--- config.mk ---
export PLATFORM = sky130hd
export DESIGN_NAME = sjis_to_jis_escape_encoder
export DESIGN_NICKNAME = d
export VERILOG_FILES = /design/src/hw/rtl/sjenc_pkg.sv /design/src/hw/rtl/sjenc_front.sv /design/src/hw/rtl/sjenc_fifo.sv /design/src/hw/rtl/sjenc_back.sv /design/src/hw/rtl/sjis_to_jis_escape_encoder.sv
export SDC_FILE = /design/constraint.sdc
export NUM_CORES = 1
export LEC_CHECK = 0
export ABC_AREA = 1
export BUFFER_PORTS_ARGS = -buffer_cell sky130_fd_sc_hd__buf_2
export CAP_MARGIN = 10
export CORE_MARGIN = 2
export CORE_UTILIZATION = 60
export CTS_CLUSTER_SIZE = 20
export DETAILED_ROUTE_END_ITERATION = 8
export GPL_TIMING_DRIVEN = 0
export HOLD_SLACK_MARGIN = 0.02
export PLACE_DENSITY = 0.77
export SYNTH_ARGS = -nofsm -noshare
export SYNTH_HDL_FRONTEND = slang
export SYNTH_SLANG_ARGS = --single-unit
export TNS_END_PERCENT = 20
--- constraint.sdc ---
create_clock -name clk_i -period 8.6 [get_ports clk_i]
set_input_delay 0.86 -clock clk_i [delete_from_list [all_inputs] [get_ports clk_i]]
set_output_delay 0.86 -clock clk_i [all_outputs]
set_load 0.05 [all_outputs]
--- src/hw/rtl/sjenc_pkg.sv ---
// ----------------------------------------------------------------------------
// sjenc_pkg
// Shared types and constants for the Shift-JIS to 7-bit JIS encoder.
// ----------------------------------------------------------------------------
`default_nettype none

package sjenc_pkg;

  // depth of the command queue between front and back
  localparam int unsigned FifoDepth = 4;

  localparam logic [7:0] EscByte = 8'h1B;
  localparam logic [7:0] SoByte  = 8'h0E;
  localparam logic [7:0] SiByte  = 8'h0F;

  localparam int unsigned CfgIdxW = 3;

  // config register indexes
  typedef enum logic [CfgIdxW-1:0] {
    REG_ROT_EN = 3'd0,
    REG_KANA7  = 3'd1,
    REG_KESC1  = 3'd2,
    REG_KESC2  = 3'd3,
    REG_AESC1  = 3'd4,
    REG_AESC2  = 3'd5
  } cfg_reg_e;

  typedef struct packed {
    logic       rot_en;
    logic       kana7;
    logic [7:0] kesc1;
    logic [7:0] kesc2;
    logic [7:0] aesc1;
    logic [7:0] aesc2;
  } cfg_t;

  // one command: which mode bursts go out around the data byte(s)
  typedef struct packed {
    logic       pre_si;    // SI before the data
    logic       pre_asc;   // ASCII escape (ESC aesc1 [aesc2]) before the data
    logic       kesc;      // kanji escape (ESC kesc1 [kesc2])
    logic       so;        // SO before kana
    logic       d1_v;      // second data byte present
    logic       post_si;   // SI after the data (stream end)
    logic       post_asc;  // ASCII escape after the data (stream end)
    logic [7:0] d0;
    logic [7:0] d1;
  } cmd_t;

endpackage

`default_nettype wire

--- src/hw/rtl/sjenc_front.sv ---
// ----------------------------------------------------------------------------
// sjenc_front
// Input side: classifies each byte, tracks lead/mode state, builds commands.
// ----------------------------------------------------------------------------
`default_nettype none

module sjenc_front (
  input  logic              clk_i,
  input  logic              rst_ni,
  input  sjenc_pkg::cfg_t   cfg_i,
  input  logic              in_valid_i,
  input  logic [7:0]        in_byte_i,
  input  logic              stream_end_i,
  output logic              in_stall_o,
  input  logic              full_i,
  output logic              push_o,
  output sjenc_pkg::cmd_t   cmd_o
);
  import sjenc_pkg::*;

  logic       pend_q, pend_d;
  logic [7:0] held_q, held_d;
  logic       dbl_q, dbl_d;
  logic       kana_q, kana_d;

  logic       accept;
  logic       is_lead, is_trail, is_kana;
  logic       emits;
  logic       dbl_n, kana_n;
  logic [7:0] row1, row2, row, col, c;
  cmd_t       cmd;

  function automatic logic [7:0] rot13(input logic [7:0] v);
    logic [7:0] r;
    r = v;
    if ((v >= 8'h41 && v <= 8'h4D) || (v >= 8'h61 && v <= 8'h6D)) begin
      r = v + 8'd13;
    end else if ((v >= 8'h4E && v <= 8'h5A) || (v >= 8'h6E && v <= 8'h7A)) begin
      r = v - 8'd13;
    end
    return r;
  endfunction

  function automatic logic [7:0] rot47(input logic [7:0] v);
    logic [7:0] r;
    r = v;
    if (v >= 8'h21 && v <= 8'h7E) begin
      r = v + 8'd47;
      if (r > 8'h7E) begin
        r = r - 8'd94;
      end
    end
    return r;
  endfunction

  assign c          = in_byte_i;
  assign accept     = in_valid_i & ~full_i;
  assign in_stall_o = full_i;

  assign is_lead  = (c >= 8'h81 && c <= 8'h9F) || (c >= 8'hE0 && c <= 8'hFC);
  assign is_trail = (c >= 8'h40 && c <= 8'h7E) || (c >= 8'h80 && c <= 8'hFC);
  assign is_kana  = (c >= 8'hA1 && c <= 8'hDF);

  // lead/trail to row/col, all 8-bit wraparound
  always_comb begin
    row1 = held_q - ((held_q <= 8'h9F) ? 8'h70 : 8'hB0);
    row2 = {row1[6:0], 1'b0};
    if (c < 8'h9F) begin
      col = c - ((c < 8'h7F) ? 8'h1F : 8'h20);
      row = row2 - 8'd1;
    end else begin
      col = c - 8'h7E;
      row = row2;
    end
    if (cfg_i.rot_en) begin
      row = rot47(row);
      col = rot47(col);
    end
  end

  always_comb begin
    cmd    = '0;
    emits  = 1'b1;
    dbl_n  = dbl_q;
    kana_n = kana_q;
    pend_d = pend_q;
    held_d = held_q;
    dbl_d  = dbl_q;
    kana_d = kana_q;

    if (pend_q) begin
      cmd.pre_si = ~dbl_q & kana_q;
      cmd.kesc   = ~dbl_q;
      cmd.d1_v   = 1'b1;
      dbl_n      = 1'b1;
      kana_n     = 1'b0;
      if (is_trail) begin
        cmd.d0 = row;
        cmd.d1 = col;
      end else begin
        cmd.d0 = held_q;
        cmd.d1 = c;
      end
    end else if (is_lead) begin
      if (stream_end_i) begin
        // dangling lead: close the mode, then the lead goes out raw
        cmd.pre_si  = kana_q;
        cmd.pre_asc = ~kana_q & dbl_q;
        cmd.d0      = c;
        dbl_n       = 1'b0;
        kana_n      = 1'b0;
      end else begin
        emits = 1'b0;
      end
    end else if (is_kana) begin
      cmd.pre_asc = dbl_q;
      dbl_n       = 1'b0;
      if (cfg_i.kana7) begin
        cmd.so = ~kana_q;
        kana_n = 1'b1;
        cmd.d0 = {1'b0, c[6:0]};
      end else begin
        cmd.d0 = c;
      end
    end else begin
      cmd.pre_asc = dbl_q;
      cmd.pre_si  = ~dbl_q & kana_q;
      dbl_n       = 1'b0;
      kana_n      = 1'b0;
      cmd.d0      = (~c[7] & cfg_i.rot_en) ? rot13(c) : c;
    end

    if (stream_end_i) begin
      cmd.post_si  = kana_n;
      cmd.post_asc = ~kana_n & dbl_n;
    end

    if (accept) begin
      if (stream_end_i) begin
        pend_d = 1'b0;
        dbl_d  = 1'b0;
        kana_d = 1'b0;
      end else begin
        pend_d = ~pend_q & is_lead;
        dbl_d  = dbl_n;
        kana_d = kana_n;
      end
      if (~pend_q & is_lead) begin
        held_d = c;
      end
    end
  end

  assign push_o = accept & emits;
  assign cmd_o  = cmd;

  always_ff @(posedge clk_i or negedge rst_ni) begin
    if (!rst_ni) begin
      pend_q <= 1'b0;
      dbl_q  <= 1'b0;
      kana_q <= 1'b0;
    end else begin
      pend_q <= pend_d;
      dbl_q  <= dbl_d;
      kana_q <= kana_d;
    end
  end

  always_ff @(posedge clk_i) begin
    held_q <= held_d;
  end

endmodule

`default_nettype wire

--- src/hw/rtl/sjenc_fifo.sv ---
// ----------------------------------------------------------------------------
// sjenc_fifo
// Small command queue between the front and the back.
// ----------------------------------------------------------------------------
`default_nettype none

module sjenc_fifo #(
  parameter int unsigned Depth = sjenc_pkg::FifoDepth
) (
  input  logic              clk_i,
  input  logic              rst_ni,
  input  logic              push_i,
  input  sjenc_pkg::cmd_t   push_data_i,
  output logic              full_o,
  output logic              valid_o,
  output sjenc_pkg::cmd_t   head_o,
  input  logic              pop_i
);
  import sjenc_pkg::*;

  localparam int unsigned PtrW = $clog2(Depth);
  localparam int unsigned CntW = $clog2(Depth + 1);
  localparam logic [PtrW-1:0] LastPtr = PtrW'(Depth - 1);
  localparam logic [CntW-1:0] FullCnt = CntW'(Depth);

  cmd_t            mem_q [Depth];
  logic [PtrW-1:0] wr_q, wr_d, rd_q, rd_d;
  logic [CntW-1:0] cnt_q, cnt_d;
  logic            do_push, do_pop;

  assign full_o  = (cnt_q == FullCnt);
  assign valid_o = (cnt_q != '0);
  assign head_o  = mem_q[rd_q];
  assign do_push = push_i & ~full_o;
  assign do_pop  = pop_i & valid_o;

  always_comb begin
    wr_d  = wr_q;
    rd_d  = rd_q;
    cnt_d = cnt_q;
    if (do_push) begin
      wr_d = (wr_q == LastPtr) ? '0 : wr_q + PtrW'(1);
    end
    if (do_pop) begin
      rd_d = (rd_q == LastPtr) ? '0 : rd_q + PtrW'(1);
    end
    if (do_push & ~do_pop) begin
      cnt_d = cnt_q + CntW'(1);
    end else if (~do_push & do_pop) begin
      cnt_d = cnt_q - CntW'(1);
    end
  end

  always_ff @(posedge clk_i or negedge rst_ni) begin
    if (!rst_ni) begin
      wr_q  <= '0;
      rd_q  <= '0;
      cnt_q <= '0;
    end else begin
      wr_q  <= wr_d;
      rd_q  <= rd_d;
      cnt_q <= cnt_d;
    end
  end

  always_ff @(posedge clk_i) begin
    if (do_push) begin
      mem_q[wr_q] <= push_data_i;
    end
  end

endmodule

`default_nettype wire

--- src/hw/rtl/sjenc_back.sv ---
// ----------------------------------------------------------------------------
// sjenc_back
// Output side: a command becomes its bytes, one word per cycle unless stalled.
// ----------------------------------------------------------------------------
`default_nettype none

module sjenc_back (
  input  logic              clk_i,
  input  logic              rst_ni,
  input  sjenc_pkg::cfg_t   cfg_i,
  input  logic              head_valid_i,
  input  sjenc_pkg::cmd_t   head_i,
  output logic              pop_o,
  output logic              out_valid_o,
  input  logic              out_stall_i,
  output logic [7:0]        out_byte_o,
  output logic              last_of_run_o
);
  import sjenc_pkg::*;

  // byte slots in emission order
  localparam int unsigned NSlots = 14;

  logic [NSlots-1:0] mask_q, mask_d, head_mask, cur, pick, rest;
  logic [7:0]        d0_q, d0_d, d1_q, d1_d, cur_d0, cur_d1;
  logic              oval_q, oval_d, olast_q, olast_d;
  logic [7:0]        obyte_q, obyte_d, sel;
  logic              adv, use_head;
  logic              a2_nz, k2_nz;
  logic [7:0]        slot_byte [NSlots];

  assign a2_nz = (cfg_i.aesc2 != 8'h00);
  assign k2_nz = (cfg_i.kesc2 != 8'h00);

  assign head_mask = {
    head_i.post_asc & a2_nz, head_i.post_asc, head_i.post_asc, head_i.post_si,
    head_i.d1_v, 1'b1, head_i.so,
    head_i.kesc & k2_nz, head_i.kesc, head_i.kesc,
    head_i.pre_asc & a2_nz, head_i.pre_asc, head_i.pre_asc, head_i.pre_si
  };

  assign adv      = ~oval_q | ~out_stall_i;
  assign use_head = (mask_q == '0) & head_valid_i;
  assign cur      = (mask_q != '0) ? mask_q : (head_valid_i ? head_mask : '0);
  assign cur_d0   = use_head ? head_i.d0 : d0_q;
  assign cur_d1   = use_head ? head_i.d1 : d1_q;
  assign pick     = cur & (~cur + NSlots'(1));
  assign rest     = cur & ~pick;
  assign pop_o    = use_head & adv;

  always_comb begin
    slot_byte[0]  = SiByte;
    slot_byte[1]  = EscByte;
    slot_byte[2]  = cfg_i.aesc1;
    slot_byte[3]  = cfg_i.aesc2;
    slot_byte[4]  = EscByte;
    slot_byte[5]  = cfg_i.kesc1;
    slot_byte[6]  = cfg_i.kesc2;
    slot_byte[7]  = SoByte;
    slot_byte[8]  = cur_d0;
    slot_byte[9]  = cur_d1;
    slot_byte[10] = SiByte;
    slot_byte[11] = EscByte;
    slot_byte[12] = cfg_i.aesc1;
    slot_byte[13] = cfg_i.aesc2;
  end

  always_comb begin
    sel = '0;
    for (int i = 0; i < NSlots; i++) begin
      sel = sel | (slot_byte[i] & {8{pick[i]}});
    end
  end

  always_comb begin
    mask_d  = mask_q;
    d0_d    = d0_q;
    d1_d    = d1_q;
    oval_d  = oval_q;
    obyte_d = obyte_q;
    olast_d = olast_q;
    if (adv) begin
      oval_d = (cur != '0);
      if (cur != '0) begin
        mask_d  = rest;
        obyte_d = sel;
        olast_d = (rest == '0);
        d0_d    = cur_d0;
        d1_d    = cur_d1;
      end
    end
  end

  always_ff @(posedge clk_i or negedge rst_ni) begin
    if (!rst_ni) begin
      mask_q <= '0;
      oval_q <= 1'b0;
    end else begin
      mask_q <= mask_d;
      oval_q <= oval_d;
    end
  end

  always_ff @(posedge clk_i) begin
    d0_q    <= d0_d;
    d1_q    <= d1_d;
    obyte_q <= obyte_d;
    olast_q <= olast_d;
  end

  assign out_valid_o   = oval_q;
  assign out_byte_o    = obyte_q;
  assign last_of_run_o = olast_q;

endmodule

`default_nettype wire

--- src/hw/rtl/sjis_to_jis_escape_encoder.sv ---
// ----------------------------------------------------------------------------
// sjis_to_jis_escape_encoder
// Shift-JIS byte stream in, 7-bit JIS (escape / SO-SI shifted) stream out.
// ----------------------------------------------------------------------------
//
//  channel | direction | handshake              | payload
//  --------+-----------+------------------------+-----------------------------
//  in      | sink      | in_valid_i / in_stall_o | in_byte_i, stream_end_i
//  out     | source    | out_valid_o/out_stall_i | out_byte_o, last_of_run_o
//  cfg     | sink      | cfg_valid_i/cfg_ready_o | cfg_index_i, cfg_data_i
//
//  One input byte is taken per cycle while the command queue has room.
//  The output side sends one word per cycle unless stalled; a byte that
//  expands into k words (escape bursts, kanji pairs, stream-end close)
//  holds the back end until all k are out. A lead byte without stream end
//  sends nothing. A command passes the queue, then the output register.
//  Reset clears the mode flags, the pending lead, the queue and the output
//  valid; config registers return to their defaults. No clearing pass.
//  Front and back stall independently through the FifoDepth-entry queue.
// ----------------------------------------------------------------------------
`default_nettype none

module sjis_to_jis_escape_encoder #(
  parameter int unsigned FifoDepth = sjenc_pkg::FifoDepth
) (
  input  logic                            clk_i,
  input  logic                            rst_ni,
  // input byte stream
  input  logic                            in_valid_i,
  output logic                            in_stall_o,
  input  logic [7:0]                      in_byte_i,
  input  logic                            stream_end_i,
  // output byte stream
  output logic                            out_valid_o,
  input  logic                            out_stall_i,
  output logic [7:0]                      out_byte_o,
  output logic                            last_of_run_o,
  // config writes
  input  logic                            cfg_valid_i,
  output logic                            cfg_ready_o,
  input  logic [sjenc_pkg::CfgIdxW-1:0]   cfg_index_i,
  input  logic [7:0]                      cfg_data_i
);
  import sjenc_pkg::*;

  cfg_t cfg_q, cfg_d;
  logic push, full, head_valid, pop;
  cmd_t push_cmd, head_cmd;

  // config registers are always writable
  assign cfg_ready_o = 1'b1;

  always_comb begin
    cfg_d = cfg_q;
    if (cfg_valid_i) begin
      case (cfg_reg_e'(cfg_index_i))
        REG_ROT_EN: cfg_d.rot_en = cfg_data_i[0];
        REG_KANA7:  cfg_d.kana7  = cfg_data_i[0];
        REG_KESC1:  cfg_d.kesc1  = cfg_data_i;
        REG_KESC2:  cfg_d.kesc2  = cfg_data_i;
        REG_AESC1:  cfg_d.aesc1  = cfg_data_i;
        REG_AESC2:  cfg_d.aesc2  = cfg_data_i;
        default: ;  // unmapped index, write dropped
      endcase
    end
  end

  always_ff @(posedge clk_i or negedge rst_ni) begin
    if (!rst_ni) begin
      cfg_q.rot_en <= 1'b0;
      cfg_q.kana7  <= 1'b0;
      cfg_q.kesc1  <= 8'h24;  // ESC $ B
      cfg_q.kesc2  <= 8'h42;
      cfg_q.aesc1  <= 8'h28;  // ESC ( B
      cfg_q.aesc2  <= 8'h42;
    end else begin
      cfg_q <= cfg_d;
    end
  end

  // front: classify, track modes, build one command per producing byte
  sjenc_front u_front (
    .clk_i        (clk_i),
    .rst_ni       (rst_ni),
    .cfg_i        (cfg_q),
    .in_valid_i   (in_valid_i),
    .in_byte_i    (in_byte_i),
    .stream_end_i (stream_end_i),
    .in_stall_o   (in_stall_o),
    .full_i       (full),
    .push_o       (push),
    .cmd_o        (push_cmd)
  );

  sjenc_fifo #(
    .Depth (FifoDepth)
  ) u_fifo (
    .clk_i       (clk_i),
    .rst_ni      (rst_ni),
    .push_i      (push),
    .push_data_i (push_cmd),
    .full_o      (full),
    .valid_o     (head_valid),
    .head_o      (head_cmd),
    .pop_i       (pop)
  );

  // back: walk the command's byte slots into the output register
  sjenc_back u_back (
    .clk_i         (clk_i),
    .rst_ni        (rst_ni),
    .cfg_i         (cfg_q),
    .head_valid_i  (head_valid),
    .head_i        (head_cmd),
    .pop_o         (pop),
    .out_valid_o   (out_valid_o),
    .out_stall_i   (out_stall_i),
    .out_byte_o    (out_byte_o),
    .last_of_run_o (last_of_run_o)
  );

endmodule

`default_nettype wire

After elaboration in Yosys (flattened, before gate mapping)
Memory sizes are Yosys's and may differ from the RTL's.
Cells that the tools add are included.
- memories kept: 1
- logic and storage cells: 209
- input bits: 25
- register bits after elaboration: 92
- output and inout bits: 12
- memory bits (writable): 92
- reductions and logical operators: 32
- add/subtract/negate cells: 15
- mux-type cells: 56
- bitwise gates (word level): 52
- magnitude comparators: 26
- equal/unequal tests: 8
- memory list (memory ; words ; bits a word ; rd ports ; clocked after Yosys merged registers in ; wr ports ; RTL line ; text):
    u_fifo.mem_q ; 4 ; 23 ; 1 ; 0 ; 1 ; sjenc_fifo.sv:26 ; cmd_t mem_q [Depth];
- operators by type and width (kind ; number):
    2-to-1 mux 8 bit ; 19
    AND 8 bit ; 8
    OR 8 bit ; 8
    <= comparator 8 x 7 -> 1 bit (second input constant) ; 7
    greater-or-equal comparator 8 x 7 -> 1 bit (second input constant) ; 5
    greater-or-equal comparator 8 bit (second input constant) ; 4
    <= comparator 8 bit (second input constant) ; 4
    AND 14 bit ; 2
    logical NOT 14 bit ; 2
    2-to-1 mux 14 bit ; 2
    inverter 14 bit ; 2
    nonzero test 14 bit ; 2
    2-to-1 mux 1 bit ; 25
    subtractor 8 x 7 -> 8 bit (second input constant) ; 3
    adder 8 x 6 -> 8 bit (second input constant) ; 2
    AND 1 bit ; 16
    greater-or-equal comparator 8 x 6 -> 1 bit (second input constant) ; 2
    > comparator 8 x 7 -> 1 bit (second input constant) ; 2
    2-to-1 mux 16 bit ; 1
    OR 8 x 4 -> 8 bit ; 2
    OR 8 x 5 -> 8 bit ; 2
    AND reduction 2 bit ; 8
    nonzero test 8 bit ; 2
    adder 14 x 1 -> 14 bit (second input constant) ; 1
    other kinds (26) ; 58

Longest topological paths before layout
Gate-level depths: netlist of the first run.
- depth in word-level cells: 20
- depth in mapped cells: 26
- depth with buffers taken out: 26

Hierarchy
From an unflattened synthesis of the first run, not the netlist that was laid out.
- cells, all modules: 1435
- area, all modules: 11537.3 µm²
- modules (own cells, without submodules) (module ; area an instance (µm²) ; instances ; seq. area each (µm²) ; cells each):
    sjenc_fifo ; 4117.7 ; 1 ; 2937.8 ; 328
    sjenc_front ; 3174.3 ; 1 ; 315.3 ; 547
    sjenc_back ; 2835.2 ; 1 ; 1101.1 ; 398
    sjis_to_jis_escape_encoder ; 1410.1 ; 1 ; 860.8 ; 162

Least setup slack after synthesis of the first run
OpenSTA, ideal clock, no wires.
- path type: input -> register
- start: input port in_byte_i[0]
- end: memory u_fifo.mem_q[0][5] in the netlist's numbering, data pin
- stages on the path: 20
- setup slack: 5.027 ns
- arrival time: 3.394 ns
- cells stage by stage: ha_1 inv_1 o21ai_2 nand2_1 fa_1 nand3_1 nand2_2 ha_1 inv_1 nor2_1 nor2_1 inv_1 ha_1 inv_1 nor2_1 nand2_1 xor2_1 nand2_1 nand3_1 a21oi_1
- RTL lines (what ; RTL line ; text):
    start, declared ; sjis_to_jis_escape_encoder.sv:31 ; input logic [7:0] in_byte_i,
    end, declared ; sjenc_fifo.sv:26 ;

==> results.md, run 1 <==
- Number of sinks driven by the clock tree: 183
- Post-placement cell area: 0.0114 mm²
- Area growth from synthesis to layout: 10.4%
- Slew at the pin closest to its max-slew limit: 1200 ps
- Inserted Clock Buffers: 17
- # nets final: 1423
- Aggregate global routing overflow: 0
- Global-route wire length before repair: 44700 µm
- Endpoint of the lowest-slack register-to-register path: u_back.d0_q[2]
- WL/cell: 17.3 µm
- H-tree lvl count: 4
- Cell area after synthesis: 0.0108 mm²
- Port Buffers: 35
- CTS tree: yes
- IO Count: 37
- Startpoint class of the critical path: input pin
- Average size of a mapped cell: 8.30 µm²
- Clk buf depth: 2
- Number of buffers inserted to repair setup after CTS: 0
- Required time of the critical path: 8800 ps
- Number of gates given a new drive strength after cts: 0
- Count of routing violations after the opening detailed-route iteration: 1028
- CP max-delay cell: sky130_fd_sc_hd__a21oi_1
- Final critical delay including setup and external delays: 4130 ps
- Worst ir drop on vdd: 184 µV
- Max-cap violations: 0
- Share of the clock period used by the worst path after layout: 48.0%
- Data arrival time of the critical path: 4330 ps
- Fin area: 0.0119 mm²
- Proportion of layout cells with a drive suffix above 1: 12.1%
- Upper clock frequency limit: 242 MHz
- Outcome: finished clean
- Placeable core area: 0.0178 mm²
- Ratio of routed vias to standard cells: 5.81
- Pwr dens: 353 mW/mm²
- Overall via count from detail_route: 9316
- Worst-case reg-to-reg path depth: 12
- Kind of end point of the critical path: flop
- Detailed placer's ending HPWL: 20600 µm
- Post-synthesis cell type count: 64
- Unrepaired setup endpoints after global routing: no
- Height of the die: 138 µm
- Leading register cell type out of synthesis: sky130_fd_sc_hd__edfxtp_1
- Post-Route Setup TNS: 0 ps
- Leakage dissipation: 5.36 nW
- Via count of the first global-routing pass: 8573
- Total routing usage reported by global routing: 29.5%
- Hold-fix buffers at CTS: 0
- Pin count of the biggest net entering global routing: 31
- Worst-path cell chain: buf_2, ha_1, inv_1, o21ai_2, nand2_1, inv_1, ha_1, a21oi_1, nand2_1, xnor2_1, o21ai_2, nor2_1, nor2_1, o21ai_0, nand2_1, nand3_2, inv_1, nand3_1, a21oi_1
- Die extent in x: 138 µm
- Count of flip-flops with a built-in enable after synthesis: 125
- Syn Inst Count: 1303
- Share of synthesized registers carrying an async set or reset: 31.7%
- Number of routed nets with antenna violations: 0
- Setup skew after layout: 12.6 ps
- Antenna Cells: 0
- Number of max-slew violations in the final report: 0
- Reg-to-reg slack, setup: 4950 ps
- Delay of the slowest cell on the worst path: 370 ps
- Sequential element share of the synthesized area: 48.2%
- Worst R2R Start: u_fifo.cnt_q[0]
- DRC: 0
- Normalized max-slew margin: 19.6%
- Insertion delay to the later sink of the worst-skew pair: 440 ps
- Number of register bits inferred by synthesis: 183
- Starting Density: 60.6%
- Warning count from the yosys run: 0
- Nets in the synthesized netlist: 1364
- Row count: 49
- Die footprint: 0.0191 mm²
- Clock transition at path regs: 70 ps
- Total power consumption of the routed design: 4.21 mW
- Critical path peak fanout: 11
- Count of endpoints failing setup in the final report: 0
- Initial antenna violation count: 0
- Final Routed Wirelength: 27700 µm
- Hold crit path type: input pin to asynchronous set/reset pin
- GPL Wtd Cong: 0.970
- Final hold violation count: 0
- Clock root buffer: sky130_fd_sc_hd__clkbuf_16
- Number of filler instances in the final layout: 1494
- Critical path type: input pin to flop
- 1st-pass router iterations: 6
-- through the flow --
stage | utilization (%) | hold slack, ps | setup slack, ps | instances
3_3_place_gp | 63.2 | 469 | 3870 | 1567
3_5_place_dp | 63.8 | 477 | 4110 | 1572
2_1_floorplan | - | 453 | 5030 | 1303
4_1_cts | 67.0 | 493 | 4570 | 1604
5_1_grt | 67.0 | 502 | 4120 | 1604
6_report | 67.0 | 468 | 4470 | 1604
-- cell type report --
| type | count | area, µm² | area share (%) |
|---|---|---|---|
| plain buffers | 39 | 213 | 1.78 |
| clock inverters | 15 | 138 | 1.15 |
| well taps | 229 | 287 | 2.40 |
| flip-flops and latches | 183 | 5220 | 43.7 |
| repair buffers | 40 | 268 | 2.24 |
| multi-input cells | 925 | 4810 | 40.2 |
| inverters | 156 | 593 | 4.96 |
| clock buffers | 17 | 425 | 3.56 |
-- layer usage --
metal | wire [µm] | part of all wire [%] | vias to the layer above | track usage (%)
li1 | - | - | 4491 | -
met1 | 12300 | 44 | 4381 | 43.2
met2 | 12800 | 46 | 401 | 46.1
met3 | 2160 | 7.8 | 43 | 5.13
met4 | 517 | 1.9 | 0 | 8.00
met5 | 0 | 0 | - | 0
-- layout by cell type (no fill, tap or decap), types with 5 or more instances in the layout --
cell,n
sky130_fd_sc_hd__o21ai_0,139
sky130_fd_sc_hd__o211ai_1,5
sky130_fd_sc_hd__nand3_2,6
sky130_fd_sc_hd__nor3_1,12
sky130_fd_sc_hd__nand4_1,21
sky130_fd_sc_hd__nand2_1,312
sky130_fd_sc_hd__dfrtp_1,50
sky130_fd_sc_hd__o22ai_1,21
sky130_fd_sc_hd__inv_1,147
sky130_fd_sc_hd__inv_2,7
sky130_fd_sc_hd__buf_4,5
sky130_fd_sc_hd__dfstp_2,8
sky130_fd_sc_hd__clkbuf_1,21
sky130_fd_sc_hd__nand3_1,84
sky130_fd_sc_hd__edfxtp_1,125
sky130_fd_sc_hd__inv_8,7
sky130_fd_sc_hd__nor2_2,11
sky130_fd_sc_hd__buf_2,43
sky130_fd_sc_hd__ha_1,34
sky130_fd_sc_hd__nor2_1,137
sky130_fd_sc_hd__clkbuf_16,17
sky130_fd_sc_hd__a21oi_1,50
sky130_fd_sc_hd__nand2_2,19
sky130_fd_sc_hd__o21ai_1,5
sky130_fd_sc_hd__xor2_1,9
-- cell usage after synthesis, types with 6 or more instances --
cell	count	share of area (%)
sky130_fd_sc_hd__a21oi_1	50	2.3
sky130_fd_sc_hd__edfxtp_1	125	35
sky130_fd_sc_hd__nand2_1	312	11
sky130_fd_sc_hd__nand3_1	84	3.9
sky130_fd_sc_hd__buf_2	8	0.37
sky130_fd_sc_hd__ha_1	34	3.9
sky130_fd_sc_hd__dfstp_2	8	1.9
sky130_fd_sc_hd__nand3_2	6	0.56
sky130_fd_sc_hd__dfrtp_1	50	12
sky130_fd_sc_hd__inv_2	7	0.24
sky130_fd_sc_hd__nand2_2	19	1.1
sky130_fd_sc_hd__nor2_1	141	4.9
sky130_fd_sc_hd__inv_1	147	5.1
sky130_fd_sc_hd__o21ai_0	139	6.4
sky130_fd_sc_hd__o22ai_1	21	1.2
sky130_fd_sc_hd__nor2_2	7	0.40
sky130_fd_sc_hd__clkbuf_1	21	0.73
sky130_fd_sc_hd__xor2_1	9	0.73
sky130_fd_sc_hd__nand4_1	21	1.2
sky130_fd_sc_hd__nor3_1	12	0.56
-- cells by family (layout without fill, tap and decap cells) --
logic type | Yosys count | in the layout | synth area share [%]
fa+ha+maj | 36 | 36 | 4.30
other cells | 1 | 1 | 0.0347
buf+inv | 195 | 267 | 7.45
compound gates | 247 | 247 | 12.9
flops | 183 | 183 | 48.2
simple gates | 624 | 624 | 25.4
xor+xnor | 16 | 16 | 1.61
mux | 1 | 1 | 0.104
-- where the power goes --
| group | internal, mW | total (mW) | switching [mW] |
|---|---|---|---|
| clock network | 0.384 | 0.750 | 0.366 |
| logic | 0.580 | 2.07 | 1.49 |
| registers | 1.30 | 1.40 | 0.100 |
-- how the worst max path moves through the flow --
| stage | startpoint | to | slack (ps) | depth (start not counted) |
|---|---|---|---|---|
| 2_1_floorplan | in_byte_i[0] | u_fifo.mem_q[0][5] | 5030 | 20 |
| 3_3_place_gp | in_byte_i[0] | u_fifo.mem_q[3][11] | 3870 | 13 |
| 3_5_place_dp | in_byte_i[1] | u_fifo.mem_q[3][4] | 4110 | 19 |
| 4_1_cts | in_byte_i[1] | u_fifo.mem_q[1][4] | 4570 | 19 |
| 5_1_grt | in_byte_i[1] | u_fifo.mem_q[1][4] | 4120 | 22 |
| 6_report | in_byte_i[1] | u_fifo.mem_q[3][4] | 4470 | 19 |
-- worst max-delay path: cells and delay by family --
kind	cells	cell delay, ps
compound gates	5	1170
simple gates	7	900
buf+inv	4	730
fa+ha+maj	2	500
xor+xnor	1	150
-- sequential cells by signal, summed over array words and instances (netlist names) --
name                  cells
u_front.held_q            8
u_back.out_valid_o        1
u_back.d1_q               8
cfg_q                    34
u_front.pend_q            1
u_back.d0_q               8
u_front.kana_q            1
u_fifo.rd_q               2
u_back.mask_q            13
u_front.dbl_q             1
u_fifo.wr_q               2
u_fifo.cnt_q              3
u_back.out_byte_o         8
u_fifo.mem_q             92
u_back.last_of_run_o      1
(Power assumes the default switching activity.)
==> inputs of run 2 (changes only) <==
--- a/config.mk
+++ b/config.mk
@@ -9,7 +9,7 @@
 export BUFFER_PORTS_ARGS = -buffer_cell sky130_fd_sc_hd__buf_2
 export CAP_MARGIN = 10
 export CORE_MARGIN = 2
-export CORE_UTILIZATION = 60
+export CORE_UTILIZATION = 57
 export CTS_CLUSTER_SIZE = 20
 export DETAILED_ROUTE_END_ITERATION = 8
 export GPL_TIMING_DRIVEN = 0
==> constraint.sdc (replaced) <==
create_clock -name clk_i -period 3.7 [get_ports clk_i]
set_input_delay 0.37 -clock clk_i [delete_from_list [all_inputs] [get_ports clk_i]]
set_output_delay 0.37 -clock clk_i [all_outputs]
set_load 0.05 [all_outputs]
==> results.md, run 2 (synthesis gave the netlist of run 1 again) <==
- Outcome: finished clean
- Proportion of power drawn by combinational gates: 48.9%
- # nets final: 1427
- Met3 wirelength from detailed routing: 2200 µm
- Fin area: 0.0121 mm²
- Clock transition at path regs: 80 ps
- Number of sinks driven by the clock tree: 183
- Total area of multi-input combinational cells: 0.00484 mm²
- Max-cap violations: 0
- Switching power as a share of total power: 46.9%
- Startpoint class of the critical path: flop
- Worst ir drop on vdd: 421 µV
- Part of the total power dissipated in the clock network: 18.8%
- Inserted Clock Buffers: 17
- Total routing usage reported by global routing: 28.5%
- Routed met1 length: 12600 µm
- Post-route non-filler standard cell count: 1613
- Most frequent cells in the layout: 312 x sky130_fd_sc_hd__nand2_1, 145 x sky130_fd_sc_hd__inv_1, 139 x sky130_fd_sc_hd__o21ai_0, 136 x sky130_fd_sc_hd__nor2_1, 125 x sky130_fd_sc_hd__edfxtp_1
- Ratio of routed vias to standard cells: 5.75
- Kind of end point of the critical path: flop
- Final critical delay including setup and external delays: 3480 ps
- CTS tree: yes
- Internal Power: 5.33 mW
- Normalized max-slew margin: 40.7%
- Critical path type: flop to flop
- Leakage dissipation: 5.39 nW
- Count of routing violations after the opening detailed-route iteration: 842
- Number of placed cells counting well taps: 1577
- Starting Density: 58.0%
- Biggest regs: u_fifo.mem_q (92), cfg_q (34), u_back.mask_q (13)
- 1st-pass router iterations: 5
- Final Routed Wirelength: 28000 µm
- Clk buf depth: 2
- Number of routed nets with antenna violations: 0
- Pin count of the biggest net entering global routing: 42
- Insertion delay to the later sink of the worst-skew pair: 450 ps
- Required time of the critical path: 3800 ps
- Global-route wire length before repair: 44300 µm
- Slew at the pin closest to its max-slew limit: 887 ps
- Height of the die: 142 µm
- Area growth from synthesis to layout: 11.8%
- IO Count: 37
- Number of flip-flops under the largest register name: 92
- Critical path peak fanout: 12
- Uppermost layer routed: met4
- Clock root buffer: sky130_fd_sc_hd__clkbuf_16
- Unrepaired setup endpoints after global routing: no
- Proportion of layout cells with a drive suffix above 1: 13.0%
- Via count of the first global-routing pass: 8606
- Die extent in x: 142 µm
- Row count: 50
- Overall via count from detail_route: 9279
- Post-Route Hold Slack: 131 ps
- Count of endpoints failing setup in the final report: 0
- Routed wl met2: 12700 µm
- WL/cell: 17.4 µm
- Hold crit path type: input pin to flop
- Setup skew after layout: 12.2 ps
- Final hold violation count: 0
- Detailed placer's ending HPWL: 20500 µm
- Largest register by flop count: u_fifo.mem_q
- Initial antenna violation count: 0
- Upper clock frequency limit: 288 MHz
- Share of the clock period used by the worst path after layout: 94.0%
- GPL Wtd Cong: 0.961
- Placeable core area: 0.0186 mm²
- Port Buffers: 35
- Die footprint: 0.0201 mm²
- DRC: 0
- Pwr dens: 829 mW/mm²
- Number of max-slew violations in the final report: 0
- H-tree lvl count: 4
- Data arrival time of the critical path: 3570 ps
- Antenna Cells: 0
- Aggregate global routing overflow: 0
- Net Switching: 4.70 mW
- Area used by sequential logic in the layout: 0.00522 mm²
- Leading cell type in the layout, fill and taps excluded: sky130_fd_sc_hd__nand2_1
- Post-Route Setup TNS: 0 ps
- Post-placement cell area: 0.0114 mm²
- Number of filler instances in the final layout: 1591
- Share of total power in sequential cells: 32.3%
[run 2: what timing repair did]
item	4_1_cts	5_1_grt
cloned	0	1
hold buffers	1	0
pin swaps	0	1
resized for setup	0	13
buffers inserted	0	1
endpoints found under the hold margin	17	0
endpoints found under the setup margin	25	53
[run 2: power by group through the flow]
| stage | combinational [mW] | sequential [mW] | clock [mW] |
|---|---|---|---|
| final | 4.90 | 3.24 | 1.89 |
| after global routing | 5.40 | 3.29 | 1.98 |
| after floorplan | 3.13 | 3.41 | 0 |
| after CTS | 4.73 | 3.24 | 1.90 |
| after global placement | 4.55 | 3.27 | 0 |
| after detailed placement | 4.68 | 3.28 | 0 |
[run 2: layout make-up]
| type | count | share of cell area, % |
|---|---|---|
| timing repair buffer | 43 | 2.42 |
| clock buffer | 17 | 3.52 |
| buffer | 39 | 1.78 |
| sequential | 183 | 43.1 |
| multi-input combinational | 925 | 40.0 |
| tap | 234 | 2.42 |
| inverter | 156 | 4.94 |
| timing repair inverter | 1 | 0.0621 |
| clock inverter | 15 | 1.73 |
[run 2: path summary, 6_finish.rpt]
check / from / to / slack, ps / cells past startpoint
worst max-delay path: u_fifo.cnt_q[0] / u_back.out_byte_o[3] / 220 / 12
worst min-delay path: in_byte_i[4] / u_front.held_q[4] / 130 / 1
worst max register to register: u_fifo.cnt_q[0] / u_back.out_byte_o[3] / 220 / 12
worst min register to register: cfg_q[10] / cfg_q[10] / 500 / 2
max in group asynchronous: rst_ni / cfg_q[26] / 2640 / 3
min in group asynchronous: rst_ni / u_back.mask_q[12] / 410 / 2
[run 2: per-layer routing]
layer / GRT usage [%] / vias up
met3: 4.29 / 39
met1: 42.2 / 4348
met5: 0 / -
li1: - / 4490
met4: 8.42 / 0
met2: 43.7 / 402
[run 2: per-stage QoR]
stage	worst slack, ps	utilization, %	total power [mW]
finish	222	64.9	10.0
global route	2.69	64.9	10.7
CTS	-33.5	64.5	9.87
detailed placement	-211	61.0	7.96
global placement	-659	60.5	7.82
floorplan	617	-	6.53
[run 2: worst max-delay path, stage by stage (launching register included)]
cell and delay, ps:
sky130_fd_sc_hd__dfrtp_1 420, sky130_fd_sc_hd__or2_1 280, sky130_fd_sc_hd__nor2_2 270, sky130_fd_sc_hd__inv_1 120, sky130_fd_sc_hd__nand2_2 180, sky130_fd_sc_hd__nand2_2 160, sky130_fd_sc_hd__nor2_1 220, sky130_fd_sc_hd__nand3_1 170
sky130_fd_sc_hd__nor2_2 250, sky130_fd_sc_hd__nand2_2 120, sky130_fd_sc_hd__o21ai_4 290, sky130_fd_sc_hd__clkbuf_4 300, sky130_fd_sc_hd__clkinvlp_4 340
==> inputs of run 3 (changes only) <==
--- a/config.mk
+++ b/config.mk
@@ -5,7 +5,6 @@
 export SDC_FILE = /design/constraint.sdc
 export NUM_CORES = 1
 export LEC_CHECK = 0
-export ABC_AREA = 1
 export BUFFER_PORTS_ARGS = -buffer_cell sky130_fd_sc_hd__buf_2
 export CAP_MARGIN = 10
 export CORE_MARGIN = 2
==> results.md, run 3 <==
- Leading cell type in the layout, fill and taps excluded: sky130_fd_sc_hd__edfxtp_1
- WL/cell: 21.6 µm
- Internal Power: 5.20 mW
- Number of register bits inferred by synthesis: 183
- Worst ir drop on vdd: 391 µV
- GPL Wtd Cong: 0.953
- 1st-pass router iterations: 5
- Global-route wire length before repair: 43700 µm
- # nets final: 1120
- Final hold violation count: 0
- Number of flip-flops under the largest register name: 92
- Critical path peak fanout: 7
- Outcome: finished, violations left
- Final critical delay including setup and external delays: 3790 ps
- Part of the total power dissipated in the clock network: 20.7%
- Via count of the first global-routing pass: 7967
- Height of the die: 140 µm
- Critical path type: input pin to flop
- Count of routing violations after the opening detailed-route iteration: 791
- Port Buffers: 34
- Violations in the final reports: negative setup slack
- Clock root buffer: sky130_fd_sc_hd__clkbuf_16
- Max-cap violations: 0
- Number of placed cells counting well taps: 1229
- Share of the clock period used by the worst path after layout: 103%
- Inserted Clock Buffers: 17
- Post-placement cell area: 0.0112 mm²
- Post-Route Hold Slack: 146 ps
- IO Count: 37
- Die extent in x: 140 µm
- Kind of end point of the critical path: flop
- Starting Density: 58.6%
- Sequential element share of the synthesized area: 49.2%
- Slew at the pin closest to its max-slew limit: 1120 ps
- DRC: 0
- Most frequent cell after synthesis: sky130_fd_sc_hd__edfxtp_1
- Number of sinks driven by the clock tree: 183
- Most frequent cells in the layout: 125 x sky130_fd_sc_hd__edfxtp_1, 120 x sky130_fd_sc_hd__nand2_1, 57 x sky130_fd_sc_hd__nor2_1, 50 x sky130_fd_sc_hd__dfrtp_1, 41 x sky130_fd_sc_hd__mux2_2
- Clock transition at path regs: 80 ps
- Top cell type's share of synthesized area: 35.4%
- Proportion of power drawn by combinational gates: 42.5%
- Share of total power in sequential cells: 36.8%
- Proportion of layout cells with a drive suffix above 1: 26.9%
- Fin area: 0.0127 mm²
- Overall via count from detail_route: 8494
- Pwr dens: 692 mW/mm²
- Detailed placer's ending HPWL: 18900 µm
- Data arrival time of the critical path: 3940 ps
- Initial antenna violation count: 1
- Setup skew after layout: 13.5 ps
- Number of max-slew violations in the final report: 0
- Post-route non-filler standard cell count: 1301
- Aggregate global routing overflow: 0
- Cell area after synthesis: 0.0106 mm²
- Post-synthesis cell type count: 96
- Switching power as a share of total power: 40.7%
- Leakage dissipation: 4.77 nW
- Net Switching: 3.57 mW
- Unrepaired setup endpoints after global routing: yes
- Leading register cell type out of synthesis: sky130_fd_sc_hd__edfxtp_1
- Insertion delay to the later sink of the worst-skew pair: 440 ps
- Clk buf depth: 2
- Average size of a mapped cell: 11.0 µm²
- Die footprint: 0.0197 mm²
- Number of routed nets with antenna violations: 0
- Required time of the critical path: 3840 ps
- Area growth from synthesis to layout: 19.7%
- Placeable core area: 0.0181 mm²
- CTS tree: yes
- Count of flip-flops with a built-in enable after synthesis: 125
- Hold crit path type: input pin to flop
- Syn Inst Count: 964
- Total power consumption of the routed design: 8.77 mW
- Share of synthesized registers carrying an async set or reset: 31.7%
- Number of filler instances in the final layout: 1262
- Startpoint class of the critical path: input pin
- Post-Route Setup TNS: -1250 ps
- Largest register by flop count: u_fifo.mem_q
- Final Routed Wirelength: 28100 µm
- Warning count from the yosys run: 0
- Nets in the synthesized netlist: 1025
- Total routing usage reported by global routing: 28.3%
- Upper clock frequency limit: 264 MHz
- Biggest area consumer among synthesized cells: sky130_fd_sc_hd__edfxtp_1
- Row count: 49
- H-tree lvl count: 4
- Normalized max-slew margin: 24.6%
- Count of endpoints failing setup in the final report: 20
- Antenna Cells: 0
- Most numerous cell types in the synthesized netlist: 125 x sky130_fd_sc_hd__edfxtp_1, 121 x sky130_fd_sc_hd__nand2_1, 60 x sky130_fd_sc_hd__nor2_1
- Main area contributors after synthesis: sky130_fd_sc_hd__edfxtp_1 35%, sky130_fd_sc_hd__dfrtp_1 12%, sky130_fd_sc_hd__mux4_2 4.9%, sky130_fd_sc_hd__mux2_2 4.4%, sky130_fd_sc_hd__nand2_1 4.3%
- Final Worst Setup Slack: -93.5 ps
- Ratio of routed vias to standard cells: 6.53
- Biggest regs: u_fifo.mem_q (92), cfg_q (34), u_back.mask_q (13)
- Pin count of the biggest net entering global routing: 35
[run 3: final timing paths]
path                                       from                    to  slack, ps  depth (start not counted)
worst max-delay path               in_byte_i[1]    u_fifo.mem_q[3][5]        -90                         16
worst min-delay path               in_byte_i[0]     u_front.held_q[0]        150                          1
worst max register to register   u_fifo.rd_q[0]  u_back.last_of_run_o         10                          8
worst min register to register  u_fifo.cnt_q[2]       u_fifo.cnt_q[2]        520                          1
max in group asynchronous                rst_ni              cfg_q[6]       2500                          3
min in group asynchronous                rst_ni    u_back.out_valid_o        520                          2
[run 3: power by group through the flow]
stage | logic [mW] | clock network [mW] | registers (mW)
after floorplan | 2.31 | 0 | 3.34
after global placement | 3.28 | 0 | 3.24
after detailed placement | 3.35 | 0 | 3.26
after CTS | 3.47 | 1.82 | 3.23
after global routing | 4.04 | 1.91 | 3.28
final | 3.73 | 1.82 | 3.23
[run 3: repair_timing]
action / in CTS / in global routing
setup endpoints to repair: 144 / 97
gates resized for setup: 58 / 64
buffers inserted: 12 / 23
endpoints found under the hold margin: 25 / 0
hold buffers: 1 / 0
pin swaps: 22 / 23
gates cloned: 1 / 0
[run 3: kinds of logic (layout without fill, tap and decap cells)]
| family | after synthesis | in the layout | synth area share, % |
|---|---|---|---|
| multiplexers | 74 | 74 | 10.3 |
| buffers and inverters | 83 | 191 | 3.28 |
| flip-flops | 183 | 183 | 49.2 |
| other | 1 | 1 | 0.0354 |
| AND/OR/NAND/NOR | 336 | 336 | 15.8 |
| XOR/XNOR | 27 | 27 | 2.37 |
| adder cells (fa/ha/maj) | 36 | 36 | 4.39 |
| AO/OA/AOI/OAI | 224 | 224 | 14.6 |
[run 3: metrics by stage]
step | utilization, % | worst slack [ps]
2_1_floorplan | - | -166
3_3_place_gp | 61.6 | -1270
3_5_place_dp | 61.8 | -1340
4_1_cts | 66.9 | 0.989
5_1_grt | 70.1 | -218
6_report | 70.1 | -93.5
[run 3: metal layers]
layer  vias to the layer above  routed length, µm  GRT usage [%]
met2                       372              13800           46.9
met3                        61               1800           4.41
met5                         -                 14              0
li1                       3862                  -              -
met1                      4197              11800           39.2
met4                         2                724           8.19
[run 3: critical path, cell delays in order]
cell,delay (ps)
sky130_fd_sc_hd__buf_12,110
sky130_fd_sc_hd__ha_4,170
sky130_fd_sc_hd__and4_4,150
sky130_fd_sc_hd__a31oi_4,260
sky130_fd_sc_hd__inv_4,90
sky130_fd_sc_hd__ha_4,240
sky130_fd_sc_hd__a21o_1,230
sky130_fd_sc_hd__o211a_1,260
sky130_fd_sc_hd__o21a_1,210
sky130_fd_sc_hd__o31a_1,350
sky130_fd_sc_hd__nor3_2,290
sky130_fd_sc_hd__nor2_4,100
sky130_fd_sc_hd__or4b_4,570
sky130_fd_sc_hd__a21oi_2,130
sky130_fd_sc_hd__o22a_1,240
sky130_fd_sc_hd__o32ai_4,140
[run 3: cell type report]
| cell class | count | area (µm²) | area share, % |
|---|---|---|---|
| inverter | 32 | 123 | 0.967 |
| multi-input combinational | 698 | 5500 | 43.4 |
| buffer | 50 | 317 | 2.50 |
| timing repair buffer | 77 | 637 | 5.02 |
| sequential | 183 | 5220 | 41.1 |
| tap | 229 | 287 | 2.26 |
| clock inverter | 15 | 173 | 1.36 |
| clock buffer | 17 | 425 | 3.36 |
